==> src/sv/tlo_pkg.sv <==
`default_nettype none
package tlo_pkg;

    localparam int NumLabelsDef = 10;
    localparam int MaxCharsDef  = 32;
    localparam int FontCharsDef = 256;

    typedef enum logic [2:0] {
        CMD_QUERY  = 3'd0,
        CMD_ADD    = 3'd1,
        CMD_LENGTH = 3'd2,
        CMD_VIS    = 3'd3,
        CMD_COLOR  = 3'd4,
        CMD_CHAR   = 3'd5,
        CMD_FONT   = 3'd6,
        CMD_NONE   = 3'd7
    } cmd_t;

    localparam logic [1:0] ADDR_BG = 2'd0;

    typedef struct packed {
        logic [2:0]  command;
        logic [3:0]  label_index;
        logic [9:0]  pos_x;
        logic [9:0]  pos_y;
        logic [3:0]  scale;
        logic [3:0]  spacing;
        logic [15:0] color;
        logic        visible;
        logic [5:0]  length;
        logic [4:0]  offset;
        logic [7:0]  char_code;
        logic [7:0]  row_bits;
    } in_word_t;

    typedef struct packed {
        logic [15:0] pixel_color;
        logic [3:0]  slot;
        logic        table_full;
        logic        repaint;
        logic [9:0]  rect_x;
        logic [9:0]  rect_y;
        logic [12:0] rect_w;
        logic [6:0]  rect_h;
    } out_word_t;

    typedef enum logic [3:0] {
        ST_IDLE,
        ST_DECODE,
        ST_LBL,
        ST_DIV,
        ST_CHR,
        ST_FNT,
        ST_BIT,
        ST_NEXT,
        ST_RECT1,
        ST_RECT2,
        ST_DONE
    } state_t;

    typedef struct packed {
        logic load;
        logic lbl_setup;
        logic div_step;
        logic fnt_read;
        logic bit_eval;
        logic next_lbl;
        logic rect1;
        logic rect2;
        logic finish;
    } ctl_t;

    typedef struct packed {
        logic is_query;
        logic lbl_hit;
        logic div_done;
        logic chr_ok;
        logic last_lbl;
        logic need_rect;
    } sts_t;

endpackage
`default_nettype wire

==> src/sv/tlo_ctrl.sv <==
`default_nettype none
module tlo_ctrl
    import tlo_pkg::*;
(
    input  wire logic clk,
    input  wire logic rst_n,
    input  wire logic start,
    output logic      busy,
    input  wire sts_t sts,
    output ctl_t      ctl
);
    state_t state_reg, state_next;

    always_ff @(posedge clk or negedge rst_n)
    begin
        if (!rst_n)
        begin
            state_reg <= ST_IDLE;
        end
        else
        begin
            state_reg <= state_next;
        end
    end

    always_comb
    begin
        state_next = state_reg;
        unique case (state_reg)
            ST_IDLE:   if (start) state_next = ST_DECODE;
            ST_DECODE:
            begin
                priority if (sts.is_query) state_next = ST_LBL;
                else if (sts.need_rect)    state_next = ST_RECT1;
                else                       state_next = ST_DONE;
            end
            ST_LBL:    state_next = sts.lbl_hit ? ST_DIV : ST_NEXT;
            ST_DIV:
            begin
                if (sts.div_done) state_next = sts.chr_ok ? ST_CHR : ST_NEXT;
            end
            ST_CHR:    state_next = ST_FNT;
            ST_FNT:    state_next = ST_BIT;
            ST_BIT:    state_next = ST_NEXT;
            ST_NEXT:   state_next = sts.last_lbl ? ST_DONE : ST_LBL;
            ST_RECT1:  state_next = ST_RECT2;
            ST_RECT2:  state_next = ST_DONE;
            ST_DONE:   state_next = ST_IDLE;
            default:   state_next = ST_IDLE;
        endcase
    end

    always_comb
    begin
        ctl           = '0;
        ctl.load      = (state_reg == ST_IDLE) && start;
        ctl.lbl_setup = (state_reg == ST_LBL);
        ctl.div_step  = (state_reg == ST_DIV);
        ctl.fnt_read  = (state_reg == ST_FNT);
        ctl.bit_eval  = (state_reg == ST_BIT);
        ctl.next_lbl  = (state_reg == ST_NEXT);
        ctl.rect1     = (state_reg == ST_RECT1);
        ctl.rect2     = (state_reg == ST_RECT2);
        ctl.finish    = (state_reg == ST_DONE);
        busy          = (state_reg != ST_IDLE);
    end
endmodule
`default_nettype wire

==> config.mk <==
export PLATFORM = sky130hd
export DESIGN_NAME = tlo_ctrl
export DESIGN_NICKNAME = d
export VERILOG_FILES = /design/src/sv/tlo_pkg.sv /design/src/sv/tlo_ctrl.sv
export SDC_FILE = /design/constraint.sdc
export NUM_CORES = 1
export LEC_CHECK = 0
export BUFFER_PORTS_ARGS = -buffer_cell sky130_fd_sc_hd__clkbuf_2
export CAP_MARGIN = 25
export CORE_AREA = 2 2 39 41
export CTS_CLUSTER_DIAMETER = 100
export DETAILED_ROUTE_END_ITERATION = 6
export DIE_AREA = 0 0 41 43
export PLACE_DENSITY = 0.5
export SYNTH_ARGS = -nofsm -noshare
export SYNTH_HDL_FRONTEND = slang
export SYNTH_SLANG_ARGS = --single-unit
==> constraint.sdc <==
create_clock -name clk -period 3.4 [get_ports clk]
set_clock_uncertainty 0.15 [all_clocks]
set_input_delay 0.51 -clock clk [delete_from_list [all_inputs] [get_ports clk]]
set_output_delay 0.51 -clock clk [all_outputs]
set_load 0.02 [all_outputs]
# Word level (Yosys, flattened, before mapping)

Cells that the tools add are included.

Register bits after elaboration: 4
Input bits: 9

Equal/unequal tests: 12
Mux-type cells: 8
Reduce and logical (&&, ||, !) cells: 4

Operators with widths:

| kind                                                            | number |
|---|---|
| 4-bit case mux with 10 select lines                             | 1 |
| 4-bit by 3-bit == test with 1-bit output, second input constant | 4 |
| 4-bit two-way mux                                               | 4 |
| 4-bit == test, second input constant                            | 3 |
| 4-bit by 2-bit == test with 1-bit output, second input constant | 2 |
| 4-bit by 1-bit == test with 1-bit output, second input constant | 1 |
| 4-bit zero test                                                 | 1 |
| 2-bit two-way mux                                               | 2 |
| 2-bit inequality test, second input constant                    | 2 |
| 4-bit nonzero test                                              | 1 |
| 3-bit two-way mux                                               | 1 |
| 2-bit AND reduction                                             | 1 |
| 1-bit logical AND                                               | 1 |

# Depth between registers and ports, before layout

Gate-level depths: netlist of the first run.

Depth after elaboration: 3
Depth in mapped cells: 4
Depth with buffers taken out: 3

# Least setup slack after synthesis of the first run

No wires, ideal clock.

Path type: flip-flop to output port
Start: register state_reg[1]
End: output ctl[8] in the netlist's numbering
Arrival: 1.281 ns
Setup slack: 1.459 ns
Cell stages (with the launch flop): 3
Path through: dfrtp_1 or4_4 nor2_1

RTL lines:

| element                | RTL line       | source |
|---|---|---|
| start, declared        | tlo_ctrl.sv:12 | `state_t state_reg, state_next;` |
| start signal, assigned | tlo_ctrl.sv:22 | `state_reg <= state_next;` |
| end, declared          | tlo_ctrl.sv:10 | `output ctl_t ctl` |

==> summary by stage, run 1 <==
Outcome
The run finished with clean final reports.

Global routing
The largest net degree at the start of global routing is 17. In the global route stage, met3 resource usage came out at 4.71%. The number of global-route vias before repair is 316. The number of antenna violations at the first check in global routing was 0. The peak-usage layer in the global routing report is met1. The global routing met1 resource utilization is 16.9%. The total overflow left after global routing is 0.

The met2 track utilization from global routing is 14.7%. The first-pass GRT wire length is 1390 µm. The global-route usage over all layers is 11.8%.

Layout
The layout-stage area growth over the synthesis result is 34.3%. The fraction of layout cells with a size suffix above 1 is 39.1%. The number of diodes added for antenna fixing is 0.

The flip-flop count of the largest register after layout is 4. The final-layout fill cell count is 162. The net count of the finished layout is 75.

Critical path
The critical path data required time is 2.74 ns. The type of element capturing the critical path is an output port. The startpoint identified for the worst register-to-register timing path is state_reg[1]$_DFFE_PN0P_.

The slowest stage of the critical path is the sky130_fd_sc_hd__or4_4 cell. The origin of the worst setup path is state_reg[1]$_DFFE_PN0P_. Walking the worst path, the cells encountered are or4_4 > nor2_1 > clkbuf_2. The biggest fanout along the worst timing path is 13. The worst setup path is of the register to output port kind.

The highest cell delay on the worst timing path is 0.60 ns. The worst setup path is launched from a register. Data arrives at the worst endpoint at 1.60 ns.

Logic synthesis
After synthesis, the netlist uses 23 different library cells. Counting flops with a built-in enable in the synthesized netlist gives 0. sky130_fd_sc_hd__nor2_1 is the most common cell in the netlist. The number of nets in the synthesized netlist is 55. The number of warnings printed during yosys synthesis is 0.

The share of flip-flops with an asynchronous set or reset after synthesis is 100%. After synthesis the netlist holds a flip-flop and latch count of 4. The average size of a mapped cell is 7.86 µm². The flip-flop cell with the highest count after synthesis is sky130_fd_sc_hd__dfrtp_1. The commonest cells after synthesis are sky130_fd_sc_hd__nor2_1 (6), sky130_fd_sc_hd__dfrtp_1 (4), sky130_fd_sc_hd__nand2_1 (4), sky130_fd_sc_hd__nor3_1 (4).

The post-synthesis cell count is 46. The top cell type by total area after synthesis is sky130_fd_sc_hd__dfrtp_1. The share of the yosys chip area belonging to registers is 27.7%. By area the synthesized netlist is led by sky130_fd_sc_hd__dfrtp_1 (28%), sky130_fd_sc_hd__nor2_1 (6.2%), sky130_fd_sc_hd__o211ai_4 (5.9%).

The share of Yosys cell area claimed by the top area cell type is 27.7%. The post-synthesis instance area is 362 µm².

Timing
The number of hold violations in the final report is 0. Of the available clock period, the critical path in the final layout requires 66.5%. The final sum of negative setup slack is 0 ns. The number of max-slew violations in the final report was 0.

The final worst slack is 1.14 ns. For the pin with the worst max-slew slack, the measured transition is 0.468 ns. The worst max-slew margin expressed relative to the limit is 68.8%. The worst path in the final design needs a cycle of 2.26 ns, including I/O delays and setup.

Setup repair after global routing left no endpoint under its margin. The final setup violation count is 0. Derived from the worst setup path, the maximum achievable clock frequency is 442 MHz. The worst hold slack across all endpoints is 0.429 ns.

Min path
The tightest min-delay check is of the input pin to register type. The beginning of the worst hold path is sts[3].

Placed design
The estimated wirelength of the detail-placed design is 695 µm. The weighted congestion reported at the end of routability-driven placement is 0.709. The worst setup slack after placement is 1.37 ns. Port buffering added 18 buffers.

Power
The internal portion of the total power is 218 µW. The analysis attributes to cell leakage a power of 0.000224 µW. Combinational cells account for 54.5% of the total power. In this run the power spent charging and discharging nets is 231 µW. The share of total power dissipated in the clock network is 12.4%. The overall power after layout is 449 µW.

Dividing total power by cell area gives a power density of 924 nW/µm². Net switching is 51.4% of the power. The peak supply drop is 274 µV. The sequential group share of total power is 33.1%.

Floorplanning
The top-level I/O count is 19. The row count is 14. The die extent in y is 43 µm. The initial utilization of the core area, before any placement, comes to 26.1%. The area of the die is 1760 µm². The die is 41 µm wide.

The region available for standard cell placement spans 1380 µm².

Clock network
The number of setup buffers added after CTS is 0. The clock latency on the worst-skew pair is 0.23 ns. The clock edge transition at the registers on the reported setup and hold paths is 0.03 ns. The clock tree from TritonCTS is done.

Counting the buffers created by CTS gives 3. The worst-case clock buffer depth is 2. The root buffer cell is sky130_fd_sc_hd__clkbuf_4. The CTS H-tree depth is 1. CTS saw 4 sinks.

Drt
The average detailed-routed wire length per instance is 11.0 µm. The number of routed nets with antenna violations is 0. The remaining design rule violation count is 0. In this run, the number of DRC markers left after iteration 0 of detailed routing was 3. The number of vias after detailed routing is 404. The detailed-router iteration count before antenna repair is 2. The routed design has 880 µm of wire. Using the TritonRoute via totals, the vias-per-cell ratio works out to 5.05.

Flow run
The max capacitance violation total is 0.
-- through the flow --
stage	cells	instance area, µm²	utilization, %
2_1_floorplan	46	362	-
3_3_place_gp	76	453	32.7
3_5_place_dp	76	453	32.7
6_report	80	485	35.1
4_1_cts	80	485	35.1
5_1_grt	80	485	35.1
-- layout by cell type, fill, tap and decap left out, types with 2 or more instances in the layout --
cell type and n:
sky130_fd_sc_hd__or4_1 2, sky130_fd_sc_hd__nand2_1 4, sky130_fd_sc_hd__nand2b_1 3, sky130_fd_sc_hd__nor3_1 4, sky130_fd_sc_hd__inv_1 3, sky130_fd_sc_hd__clkbuf_4 3
sky130_fd_sc_hd__a21oi_1 3, sky130_fd_sc_hd__nor2_1 6, sky130_fd_sc_hd__dfrtp_1 4, sky130_fd_sc_hd__clkbuf_2 18
-- logic make-up after synthesis --
logic type             share of synthesized area, %
AO/OA/AOI/OAI                                  26.3
buffers and inverters                          8.30
flip-flops                                     27.7
AND/OR/NAND/NOR                                37.7
-- routing by layer --
layer / up-vias / routed length (µm)
li1: 203 / -
met1: 194 / 427
met2: 7 / 421
met3: 0 / 31
met4: 0 / 0
met5: - / 0
-- path summary, 6_finish.rpt --
kind	depth (start not counted)	slack, ns	to
min in group asynchronous	2	0.47	state_reg[0]$_DFFE_PN0P_
hold / removal	3	0.43	state_reg[0]$_DFFE_PN0P_
hold reg to reg	1	0.54	state_reg[2]$_DFFE_PN0P_
max in group asynchronous	2	2.50	state_reg[3]$_DFFE_PN0P_
setup reg to reg	3	1.67	state_reg[1]$_DFFE_PN0P_
setup / recovery	3	1.14	ctl[8]
-- power by group through the flow --
stage | clock network (µW) | registers [µW] | logic, µW
after floorplan | 0 | 89.6 | 247
after global placement | 0 | 145 | 253
after detailed placement | 0 | 149 | 247
after CTS | 59.1 | 148 | 249
after global routing | 62.6 | 161 | 267
final | 55.7 | 148 | 245
-- critical path, delay by kind of cell (launching register included) --
| family | cells | cell delay [ns] |
|---|---|---|
| buf+inv | 1 | 0.17 |
| flops | 1 | 0.51 |
| simple gates | 2 | 0.70 |
-- repair_timing --
action                    in CTS  in global routing
resized for setup              0                  0
hold endpoints to repair       4                  0
hold buffers                   1                  0
-- final cells by class --
type	instances	area, µm²	share of cell area [%]
clock buffer	3	22.5	4.64
tap	16	20.0	4.12
sequential	4	100	20.6
timing repair buffer	19	100	20.6
multi-input combinational	35	231	47.7
inverter	3	11.3	2.32
No activity file was read; power rests on OpenSTA's default activity.
==> inputs of run 2 (changes only) <==
==> constraint.sdc (replaced) <==
create_clock -name clk -period 2.28 [get_ports clk]
set_clock_uncertainty 0.15 [all_clocks]
set_input_delay 0.342 -clock clk [delete_from_list [all_inputs] [get_ports clk]]
set_output_delay 0.342 -clock clk [all_outputs]
set_load 0.02 [all_outputs]
==> run 2 against run 1 <==
Against the previous run: critical path depth unchanged; register-to-register slack got worse by 1.1 ns; flip-flop and latch count is the same; routed wire length rose by 5.9%; global-route usage grew 0.63 points; utilization is 1.1 points higher; non-clock buffer count increased by 2; critical endpoint unchanged; highest routed layer unchanged.
==> summary by stage, run 2 (same netlist as run 1, synthesis figures left out) <==
Clock network
The worst-case clock buffer depth was 2 (unchanged). The CTS buffer count is 3 (unchanged). The number of setup buffers added after CTS is 0 (unchanged). The clock edge transition at the registers on the reported setup and hold paths was 0.04 ns (was 0.03 ns). The root buffer cell is sky130_fd_sc_hd__clkbuf_4 (unchanged). The CTS H-tree depth is 1 (unchanged).

The clock latency on the worst-skew pair is 0.24 ns (was 0.23 ns). The number of clock sinks seen by CTS came to 4 (unchanged). The clock tree from TritonCTS was done (unchanged).

Placed design
The estimated wirelength of the detail-placed design is 727 µm (was 695 µm). The weighted congestion reported at the end of routability-driven placement is 0.710 (was 0.709). The number of input and output port buffers inserted came to 18 (unchanged). The cell area after placement is 468 µm² (was 453 µm²). The worst setup slack after placement is 0.440 ns (was 1.37 ns).

Drt
The violation count after the first detailed-route iteration is 6 (was 3). The detailed-router iteration count before antenna repair is 3 (was 2). The routed via count divided by cell count is 4.89 (was 5.05). The average detailed-routed wire length per instance was 11.4 µm (was 11.0 µm).

The number of vias after detailed routing is 401 (was 404). The total routed wirelength was 932 µm (was 880 µm). The remaining design rule violation count came to 0 (unchanged). The number of routed nets with antenna violations came to 0 (unchanged).

Timing
The worst path uses 91.7% of the clock period. The final setup violation count came to 0 (unchanged). The number of hold violations in the final report is 0 (unchanged). Setup repair after global routing missed its margin: false (unchanged). The number of max-slew violations in the final report is 0 (unchanged).

The final sum of negative setup slack is 0 ns (unchanged). Counting I/O delays and the setup requirement, the final critical path takes 2.09 ns. The final worst slack is 0.189 ns (was 1.14 ns). The worst max-slew margin expressed relative to the limit came to 75.3% (was 68.8%). The slew at the pin with the worst max-slew slack is 0.371 ns (was 0.468 ns).

Timing would allow up to 478 MHz.

Critical path
The worst flop-to-flop path startpoint is state_reg[1]$_DFFE_PN0P_ (unchanged). The type of element capturing the critical path is an output port (unchanged). The type of the setup path with the least slack is register to output port (unchanged). The arrival time of the worst setup path came to 1.60 ns (about the same). The critical path data required time is 1.79 ns (was 2.74 ns).

The termination of the worst setup path is ctl[8] (unchanged). The biggest fanout along the worst timing path was 13 (unchanged). The origin of the worst setup path is state_reg[1]$_DFFE_PN0P_ (unchanged). The slack of the worst reg-to-reg path is 0.57 ns (was 1.67 ns). The worst flop-to-flop path endpoint is state_reg[1]$_DFFE_PN0P_ (unchanged). The category of the worst setup path launch point is a register (unchanged).

The cell depth of the worst flop-to-flop path was 3 (unchanged).

Layout
The fraction of layout cells with a size suffix above 1 is 40.9% (was 39.1%). The final-stage net count came to 77 (was 75). The layout-stage area growth over the synthesis result is 38.4% (was 34.3%). The most common library cell in the layout ignoring fill and taps was sky130_fd_sc_hd__clkbuf_2 (unchanged). The number of diodes added for antenna fixing was 0 (unchanged). The flip-flop count of the largest register after layout came to 4 (unchanged). Most frequent cells in the layout: sky130_fd_sc_hd__clkbuf_2 (18), sky130_fd_sc_hd__nor2_1 (6), sky130_fd_sc_hd__nor3_1 (4), sky130_fd_sc_hd__nand2_1 (4), sky130_fd_sc_hd__dfrtp_1 (4) (unchanged). The fraction of the core area covered by cells at the end of the flow was 36.2% (was 35.1%). The post-route cell area is 500 µm² (was 485 µm²).

Power
The leakage power of the design is 0.000234 µW (was 0.000224 µW). The peak supply drop is 379 µV (was 274 µV). The power per cell area is 1390 nW/µm² (was 924 nW/µm²). The overall power after layout is 698 µW (was 449 µW).

Global routing
The overflow left after global routing was 0 (unchanged). The number of antenna violations at the first check in global routing is 0 (unchanged). The global-route usage over all layers is 12.4% (was 11.8%). The largest net degree at the start of global routing is 14 (was 17). The number of global-route vias before repair came to 346 (was 316). The first-pass GRT wire length is 1480 µm (was 1390 µm).

Floorplanning
The area of the die is 1760 µm² (unchanged). The total core area is 1380 µm² (unchanged). The effective utilization at floorplan was 26.1% (unchanged). The die outline width is 41 µm (unchanged). The row count came to 14 (unchanged).

The die extent in y is 43 µm (unchanged). The top-level I/O count was 19 (unchanged).

Outcome
Outcome: finished clean (unchanged).

Min path
The type of the tightest min-delay check is input pin to register (unchanged).

Flow run
The max capacitance violation total is 0 (unchanged).
==> run 2: cell count changes in the layout (fill, tap and decap cells not counted), sizes merged <==
| cell | delta |
|---|---|
| buf | +2 |
==> run 2: worst min-delay path by stage <==
stage	to	depth (start not counted)	startpoint	slack, ns
floorplan	state_reg[0]$_DFFE_PN0P_	0	rst_n	-0.10
global placement	state_reg[2]$_DFFE_PN0P_	1	rst_n	0.004
detailed placement	state_reg[2]$_DFFE_PN0P_	1	rst_n	0.003
CTS	state_reg[0]$_DFFE_PN0P_	3	sts[3]	0.26
global route	state_reg[0]$_DFFE_PN0P_	3	sts[3]	0.30
finish	state_reg[0]$_DFFE_PN0P_	3	sts[3]	0.26
==> run 2: final cells by class <==
class	instances	area, µm²
clock buffers	3	22.5
fillers	166	883
inverters	3	11.3
multi-input cells	35	231
flip-flops and latches	4	100
well taps	16	20.0
repair buffers	21	115
==> run 2: where the power goes <==
part           internal [µW]  switching (µW)
Sequential               107            78.4
Combinational            179             243
Clock                   59.0            31.4
==> run 2: through the flow <==
stage / hold WS, ns / instances
floorplan: -0.104 / 46
global placement: 0.00380 / 78
detailed placement: 0.00296 / 78
CTS: 0.257 / 82
global route: 0.302 / 82
finish: 0.259 / 82
==> run 2: routing by layer <==
layer / up-vias / GRT usage [%] / share of wire (%) / routed length, µm
li1: 208 / - / - / -
met1: 183 / 16.3 / 47 / 438
met2: 10 / 17.2 / 48 / 446
met3: 0 / 6.28 / 5.2 / 48
met4: 0 / 4.00 / 0 / 0
met5: - / 0 / 0 / 0
==> run 2: worst max-delay path: stages, from the launching register on <==
cell and delay [ns]:
sky130_fd_sc_hd__dfrtp_1 0.50, sky130_fd_sc_hd__or4_4 0.60, sky130_fd_sc_hd__nor2_1 0.10, sky130_fd_sc_hd__clkbuf_2 0.17
==> run 2: repair_timing <==
item	4_1_cts	5_1_grt
hold buffers	1	0
hold endpoints to repair	4	0
gates resized for setup	0	0
setup endpoints to repair	0	0
